`src/rtl/core/mpe_pkg.sv`:
```
// mpe_pkg: shared types and constants for the matrix permute engine
// operation codes, controller states, command and status bundles
// no dependencies
`timescale 1ns / 1ps

package mpe_pkg;

  // operation codes carried in func
  typedef enum logic [3:0] {
    FN_SIZE        = 4'd0,
    FN_WRITE       = 4'd1,
    FN_READ        = 4'd2,
    FN_SWAPCELL    = 4'd3,
    FN_SWAPROWS    = 4'd4,
    FN_SWAPCOLS    = 4'd5,
    FN_REVROW      = 4'd6,
    FN_REVCOL      = 4'd7,
    FN_MIRRORROWS  = 4'd8,
    FN_MIRRORCOLS  = 4'd9,
    FN_REVDIAG     = 4'd10,
    FN_SWAPDIAG    = 4'd11,
    FN_TRANSPOSE   = 4'd12,
    FN_ROTATE      = 4'd13,
    FN_SWAPNEIGH   = 4'd14
  } func_t;

  // controller states
  typedef enum logic [3:0] {
    ST_IDLE,
    ST_EVAL,
    ST_DISPATCH,
    ST_SW_RD,
    ST_SW_WA,
    ST_SW_WB,
    ST_R1_RD,
    ST_R1_WR,
    ST_R2_INIT,
    ST_R2_CHK,
    ST_R2_RD,
    ST_R2_WR,
    ST_DONE
  } state_t;

  // commands from controller to datapath
  typedef struct packed {
    logic load;       // capture input transfer
    logic init;       // check operands, load loop limits
    logic init2;      // load limits for second rotate pass
    logic step;       // advance loop counters
    logic rd;         // read store at both pair addresses
    logic wr_swap_a;  // write first cell of pair
    logic wr_swap_b;  // write second cell of pair
    logic wr_cell;    // single cell write
    logic sc_wr;      // write scratch in rotate pass one
    logic sc_rd;      // read scratch in rotate pass two
    logic wr_rot;     // write store in rotate pass two
    logic finish;     // load result register
  } cmd_t;

  // status from datapath to controller
  typedef struct packed {
    logic [3:0] func;
    logic       ok;
    logic       empty;
    logic       last;
    logic       out_free;
  } sts_t;

  localparam int NEIGHBOURS = 8;
  localparam int NB_GAP     = 2;

  // neighbour row offset plus one, row-major order of offsets
  function automatic logic [1:0] nb_row(input logic [2:0] k);
    logic [1:0] r;
    case (k)
      3'd0, 3'd1, 3'd2: r = 2'd0;
      3'd3, 3'd4:       r = 2'd1;
      default:          r = 2'd2;
    endcase
    return r;
  endfunction

  // neighbour column offset plus one
  function automatic logic [1:0] nb_col(input logic [2:0] k);
    logic [1:0] c;
    case (k)
      3'd0, 3'd3, 3'd5: c = 2'd0;
      3'd1, 3'd6:       c = 2'd1;
      default:          c = 2'd2;
    endcase
    return c;
  endfunction

endpackage

```
`src/rtl/core/mpe_ctrl.sv`:
```
// mpe_ctrl: sequencing state machine of the matrix permute engine
// issues reads, writes and counter steps to mpe_datapath
// depends on mpe_pkg
`timescale 1ns / 1ps

module mpe_ctrl (
  input  logic          clk,
  input  logic          rst,
  input  logic          in_valid,
  output logic          in_stall,
  input  mpe_pkg::sts_t sts,
  output mpe_pkg::cmd_t cmd
);
  import mpe_pkg::*;

  state_t state, state_next;

  // state register
  always_ff @(posedge clk) begin
    if (rst) begin
      state <= ST_IDLE;
    end else begin
      state <= state_next;
    end
  end

  assign in_stall = (state != ST_IDLE);

  // next state and commands
  always_comb begin
    state_next = state;
    cmd = '0;
    case (state)
      ST_IDLE: begin
        if (in_valid) begin
          cmd.load = 1'b1;
          state_next = ST_EVAL;
        end
      end
      ST_EVAL: begin
        cmd.init = 1'b1;
        state_next = ST_DISPATCH;
      end
      ST_DISPATCH: begin
        if (!sts.ok) begin
          state_next = ST_DONE;
        end else begin
          case (sts.func)
            FN_SIZE: state_next = ST_DONE;
            FN_WRITE: begin
              cmd.wr_cell = 1'b1;
              state_next = ST_DONE;
            end
            FN_READ: begin
              cmd.rd = 1'b1;
              state_next = ST_DONE;
            end
            FN_ROTATE: state_next = sts.empty ? ST_R2_INIT : ST_R1_RD;
            default: state_next = sts.empty ? ST_DONE : ST_SW_RD;
          endcase
        end
      end
      // one exchange: read pair, write both halves
      ST_SW_RD: begin
        cmd.rd = 1'b1;
        state_next = ST_SW_WA;
      end
      ST_SW_WA: begin
        cmd.wr_swap_a = 1'b1;
        state_next = ST_SW_WB;
      end
      ST_SW_WB: begin
        cmd.wr_swap_b = 1'b1;
        cmd.step = 1'b1;
        state_next = sts.last ? ST_DONE : ST_SW_RD;
      end
      // rotate pass one: store to scratch
      ST_R1_RD: begin
        cmd.rd = 1'b1;
        state_next = ST_R1_WR;
      end
      ST_R1_WR: begin
        cmd.sc_wr = 1'b1;
        cmd.step = 1'b1;
        state_next = sts.last ? ST_R2_INIT : ST_R1_RD;
      end
      // rotate pass two: scratch back to store
      ST_R2_INIT: begin
        cmd.init2 = 1'b1;
        state_next = ST_R2_CHK;
      end
      ST_R2_CHK: begin
        state_next = sts.empty ? ST_DONE : ST_R2_RD;
      end
      ST_R2_RD: begin
        cmd.sc_rd = 1'b1;
        state_next = ST_R2_WR;
      end
      ST_R2_WR: begin
        cmd.wr_rot = 1'b1;
        cmd.step = 1'b1;
        state_next = sts.last ? ST_DONE : ST_R2_RD;
      end
      ST_DONE: begin
        if (sts.out_free) begin
          cmd.finish = 1'b1;
          state_next = ST_IDLE;
        end
      end
      default: state_next = ST_IDLE;
    endcase
  end

  // checks
  a_wr_onehot: assert property (@(posedge clk) disable iff (rst)
    $onehot0({cmd.wr_swap_a, cmd.wr_swap_b, cmd.wr_cell, cmd.wr_rot}))
    else $error("more than one store write at once");

  a_swap_pair: assert property (@(posedge clk) disable iff (rst)
    state == ST_SW_WA |=> state == ST_SW_WB)
    else $error("exchange left half done");

  a_finish_free: assert property (@(posedge clk) disable iff (rst)
    cmd.finish |-> sts.out_free)
    else $error("result loaded over a waiting result");

  a_accept_eval: assert property (@(posedge clk) disable iff (rst)
    (state == ST_IDLE && in_valid) |=> state == ST_EVAL)
    else $error("accepted transfer not evaluated");

endmodule

```
`config.mk`:
```
export PLATFORM = sky130hd
export DESIGN_NAME = mpe_ctrl
export DESIGN_NICKNAME = d
export VERILOG_FILES = /design/src/rtl/core/mpe_pkg.sv /design/src/rtl/core/mpe_ctrl.sv
export SDC_FILE = /design/constraint.sdc
export NUM_CORES = 1
export LEC_CHECK = 0
export ABC_CLOCK_PERIOD_IN_PS = 1780
export BUFFER_PORTS_ARGS = -buffer_cell sky130_fd_sc_hd__buf_2
export CAP_MARGIN = 20
export CORE_AREA = 5 5 42 44
export CTS_CLUSTER_SIZE = 10
export DETAILED_ROUTE_END_ITERATION = 8
export DIE_AREA = 0 0 47 49
export PLACE_DENSITY = 0.78
export SLEW_MARGIN = 20
export SYNTH_ARGS = -nofsm -noshare
export SYNTH_HDL_FRONTEND = slang
export SYNTH_SLANG_ARGS = --single-unit
export TNS_END_PERCENT = 5
```
`constraint.sdc`:
```
create_clock -name clk -period 1.78 [get_ports clk]
set_input_delay 0 -clock clk [delete_from_list [all_inputs] [get_ports clk]]
set_output_delay 0 -clock clk [all_outputs]
set_load 0.03 [all_outputs]
```
==> results of run 1 <==
-- metrics by stage --
| step | power (mW) | setup WS (ps) |
|---|---|---|
| floorplan | 0.842 | 221 |
| global placement | 1.00 | 364 |
| detailed placement | 1.01 | 339 |
| CTS | 1.13 | 58.1 |
| global route | 1.22 | 145 |
| finish | 1.14 | 236 |
-- timing repair --
item | in CTS | in global routing
gates resized for setup | 0 | 1
endpoints found under the setup margin | 0 | 2
endpoints found under the hold margin | 3 | 0
setup buffers | 0 | 0
hold buffers | 1 | 0
-- where the power goes --
part	total [mW]	switching (mW)	internal, mW
sequential	0.255	0.118	0.136
combinational	0.766	0.475	0.291
clock	0.115	0.0396	0.0756
-- final cells by class --
class,count,area (um2),area share
Sequential cell,4,81.3,0.122
Timing Repair Buffer,26,140,0.211
Tap cell,16,20.0,0.0301
Clock buffer,3,22.5,0.0339
Multi-Input combinational cell,62,389,0.586
Inverter,3,11.3,0.0169
-- synth_stat cells --
master,number
o21ai_0,1
inv_2,1
nand4b_1,2
nor3_2,1
nor3b_2,1
o311ai_1,1
a21boi_1,1
a21oi_1,7
and4b_1,1
nand3b_1,1
xnor2_1,1
nor2_1,8
nand2_1,6
o211ai_1,1
nor2b_1,1
nor3_1,4
o21bai_1,1
nand3_1,1
o21ai_1,2
a31oi_1,5
inv_1,2
nand2b_1,7
a32oi_1,1
or3b_1,1
a221o_1,1
buf_2,2
nand3_2,1
a21o_1,1
dfxtp_1,4
and3_1,2
and4_1,1
o32ai_2,1
buf_6,1
buf_4,1
-- worst max path at each step --
stage                                from                    end  slack, ps  depth (start not counted)
floorplan           state[1]$_SDFFE_PP0P_  state[2]$_SDFFE_PP0P_        220                          4
global placement    state[2]$_SDFFE_PP0P_  state[1]$_SDFFE_PP0P_        360                          4
detailed placement  state[1]$_SDFFE_PP0P_                 cmd[7]        340                          5
CTS                 state[1]$_SDFFE_PP0P_                 cmd[7]         60                          5
global route        state[1]$_SDFFE_PP0P_                 cmd[7]        140                          5
finish              state[1]$_SDFFE_PP0P_                 cmd[7]        240                          5
-- cells by family after synthesis --
group	synth area share
xor+xnor	0.0172
buf+inv	0.0786
simple gates	0.442
flops	0.157
compound gates	0.305
-- metal layers --
layer,vias up,global-route usage,wire length (um)
met3,0,0.0111,60
li1,325,-,-
met5,-,0,0
met2,14,0.208,758
met4,0,0.0553,0
met1,294,0.147,585
-- worst min-delay path, delay by kind of cell --
kind | cells | cell delay, ps
AOI/OAI and AO/OA | 2 | 200
buffers and inverters | 1 | 80
==> out/metrics.yaml, run 1 <==
viasPerCell: 5.55
min_period_over_period: 0.867
dp_hpwl_mm: 1.07
wl_per_cell_um: 12.3
reg2regPathDepth: 4
synth_cell_types: 34
drt_iter0_markers: 26
cp-end-kind: "primary output"
antenna_found_initial: 0
root_buffer: "clkbuf_4"
slowest_delay_ps: 460
hold_class: "in -> reg"
r2r_end: "state[2]$_SDFFE_PP0P_"
hold-path-endpoint: "state[0]$_SDFFE_PP0P_"
outcome: "complete, no violations"
grt_usage: 0.123
total_leakage_power_nw: 0.290
nets: 111
dieArea_um2: 2300
place_inst: 110
final_common_cell: "buf_2"
fin_tns_setup_ps: 0
top_register: "state"
final_cell_area_um2: 664
crit_family: "flip-flops"
grt_pass1_vias: 525
cts.clk_slew.worst_paths_ps: 40
num_io_pins: 24
path_cells: "nand2b_1 > nor3_2 > nand3_2 > o32ai_2 > buf_2"
rsz0062_at_grt: "no"
hp-start: "in_valid"
synth-seq-cells: 4
ir_drop_uv: 951
synth_top_area_cell: "dfxtp_1"
slew-limit-headroom: 0.694
worst-endpoint-required_ps: 1780
r2r_slack_ps: 300
clk-insertion-delay-late_ps: 240
initial_utilization: 0.363
fin_crit_ps: 1540
setup_viol_count_final: 0
synth_cells: 73
drv_slew: 0
r2r_start: "state[3]$_SDFFE_PP0P_"
arrival_ps: 1540
first_pass_iters: 4
synth_warnings: 0
final_cell_mix: "buf_2 (23), nor2_1 (8), nand2b_1 (7), a21oi_1 (7), nand2_1 (6)"
cts_buffers: 3
h-tree-depth: 1
gr-total-overflow: 0
cp_max_fo: 16
wl_mm: 1.41
hold_slack_ps: 85.3
grt_max_degree: 17
hold_viol: 0
clock_skew_ps: 7.26
power_density_nw_per_um2: 1710
largest_registers: "state x4"
synth.net_count: 84
die_w_um: 47
clkSinkCount: 4
placed_cell_area_um2: 631
die_y_um: 49
drc_errors: 0
syn_area_per_cell_um2: 6.98
worstSetupPathType: "reg -> out"
critPathLaunchType: "register"
area_growth_pct: 30.5
worst_slew_pin_slew_ps: 458
yosys-top-cells-area: "dfxtp_1 (16%), nand2b_1 (8.6%), a21oi_1 (6.9%)"
num_antenna_cells: 0
grt_pass1_wl_mm: 2.16
cap_violations: 0
drtAntennaViolNets: 0
gp_congestion: 0.834
critPathBufInv: 1
holdPathStages: 3
cts_tree: "built"
netlist_area_um2: 509
rows: 14
final_cells: 114
core_area_um2: 1400
cp_slowest_cell: "dfxtp_2"
clock.fmax_mhz: 648
filler_cell_count: 142
synth_top_area_frac: 0.157
portBuffers: 23
vias: 633
final_util: 0.474
largest_reg_flops: 4
ys_seq_area_frac: 0.157
cts.path.max_buffers: 2
drive_above_1_share: 0.347
(Power assumes the default switching activity.)
==> inputs of run 2 (changes only) <==
CORE_AREA = 2 2 39 41   (was 5 5 42 44)
DIE_AREA = 0 0 41 43   (was 0 0 47 49)
RECOVER_POWER = 25   (was unset)
==> out/metrics.yaml, run 2 (same netlist as run 1, synthesis figures left out) <==
outcome: "complete, no violations"
reg2regPathDepth: 4  # unchanged
largest_reg_flops: 4  # unchanged
fin_tns_setup_ps: 0  # unchanged
filler_cell_count: 158  # +11%
drive_above_1_share: 0.323  # -0.0237
ir_drop_uv: 472  # -50%
drt_iter0_markers: 24  # -7.7%
grt_pass1_vias: 533  # +1.5%
worstSetupPathType: "reg -> out"
min_period_over_period: 0.894  # +0.0270
cts.clk_slew.worst_paths_ps: 40  # about the same
cp-end-kind: "primary output"
root_buffer: "clkbuf_4"
cap_violations: 0  # unchanged
h-tree-depth: 1  # unchanged
worst-endpoint-required_ps: 1780  # about the same
largest_registers: "state x4"
clock.fmax_mhz: 628  # -3.0%
r2r_start: "state[3]$_SDFFE_PP0P_"
num_io_pins: 24  # unchanged
gr-total-overflow: 0  # unchanged
dieArea_um2: 1760  # -23%
critPathLaunchType: "register"
r2r_slack_ps: 350  # +50 ps
initial_utilization: 0.368  # +0.00460
cell_internal_pwr_mw: 0.505  # +0.23%
grt_usage: 0.177  # +0.0545
arrival_ps: 1590  # +50 ps
drc_errors: 0  # unchanged
final_common_cell: "buf_2"
core_area_um2: 1380  # -1.2%
p_sw_mw: 0.640  # +1.2%
slew-limit-headroom: 0.686  # -0.00815
hp-start: "sts[1]"
hold_slack_ps: 91.4  # +6.10 ps
antenna_found_initial: 0  # unchanged
hold_class: "in -> reg"
cts_buffers: 3  # unchanged
final_cell_mix: "buf_2 (20), nor2_1 (8), nand2b_1 (7), a21oi_1 (7), nand2_1 (6)"
rows: 14  # unchanged
rsz0062_at_grt: "no"
r2r_end: "state[1]$_SDFFE_PP0P_"
cts_setup_buffers: 0  # unchanged
clock_skew_ps: 4.35  # -2.91 ps
grt_pass1_wl_mm: 2.16  # unchanged
dp_hpwl_mm: 1.03  # -3.2%
die_w_um: 41  # -13%
top_register: "state"
drv_slew: 0  # unchanged
clk-insertion-delay-late_ps: 240  # about the same
gp_congestion: 0.823  # -1.4%
wl_mm: 1.35  # -3.6%
num_antenna_cells: 0  # unchanged
drtAntennaViolNets: 0  # unchanged
cts_tree: "built"
power_density_nw_per_um2: 1710  # +0.18%
viasPerCell: 5.67  # +2.1%
pwr-share-comb: 0.681  # +0.007
portBuffers: 23  # unchanged
hold_viol: 0  # unchanged
setup_viol_count_final: 0  # unchanged
vias: 652  # +3.0%
clkSinkCount: 4  # unchanged
cts.path.max_buffers: 2  # unchanged
die_y_um: 43  # -12%
total_leakage_power_nw: 0.284  # -2.0%
first_pass_iters: 4  # unchanged
nets: 112  # +0.90%
worst_slew_pin_slew_ps: 470  # +12.2 ps
fin_crit_ps: 1590  # +48.0 ps
cp_max_fo: 16  # unchanged
wl_per_cell_um: 11.8  # -4.5%
seqPwrFrac: 0.215  # -0.009
grt_max_degree: 17  # unchanged
power_frac_clock: 0.104  # +0.003
switching_share: 0.559  # +0.00228
crit_path_end: "cmd[7]"
crit_start: "state[1]$_SDFFE_PP0P_"
area_growth_pct: 31.2
[run 2: cell types whose count changed in the layout (fill, tap and decap cells not counted)]
cell	change
buf_2	-3
buf_4	+1
clkbuf_1	+3
[run 2: power groups by stage]
stage	Clock (mW)	Combinational, mW	Sequential [mW]
final	0.119	0.780	0.246
after global routing	0.126	0.858	0.254
after CTS	0.122	0.791	0.240
after detailed placement	0	0.787	0.239
after global placement	0	0.778	0.237
after floorplan	0	0.663	0.179
[run 2: metrics by stage]
step	utilization	cell area, um2	setup WS [ps]	std cells	power [mW]
after detailed placement	0.461	638	300	111	1.03
final	0.483	668	188	115	1.14
after global routing	0.483	668	120	115	1.24
after global placement	0.461	638	359	111	1.02
after floorplan	-	509	221	73	0.842
after CTS	0.485	671	20.2	115	1.15
[run 2: critical path: stages (launching register included)]
cell and delay (ps):
dfxtp_2 470, nand2b_1 140, nor3_2 180, nand3_2 130, o32ai_2 200, buf_2 230
[run 2: per-layer routing]
metal	global-route usage	share of wire	up-vias
li1	-	-	325
met1	0.229	0.43	295
met2	0.281	0.48	29
met3	0.0157	0.064	3
met4	0.0800	0.020	0
met5	0	0	-
[run 2: layout make-up]
class / instances / area (um2) / area share
Timing Repair Buffer: 27 / 144 / 0.215
Tap cell: 16 / 20.0 / 0.0300
Multi-Input combinational cell: 62 / 389 / 0.582
Inverter: 3 / 11.3 / 0.0169
Clock buffer: 3 / 22.5 / 0.0337
Sequential cell: 4 / 81.3 / 0.122
[run 2: worst min path at each step]
stage | end | depth (start not counted)
floorplan | cmd[4] | 1
global placement | state[1]$_SDFFE_PP0P_ | 2
detailed placement | state[1]$_SDFFE_PP0P_ | 2
CTS | state[3]$_SDFFE_PP0P_ | 3
global route | state[3]$_SDFFE_PP0P_ | 3
finish | state[3]$_SDFFE_PP0P_ | 3
[run 2: timing repair]
item	4_1_cts	5_1_grt
hold buffers	1	0
hold endpoints to repair	3	0
resized for setup	0	1
endpoints found under the setup margin	0	2
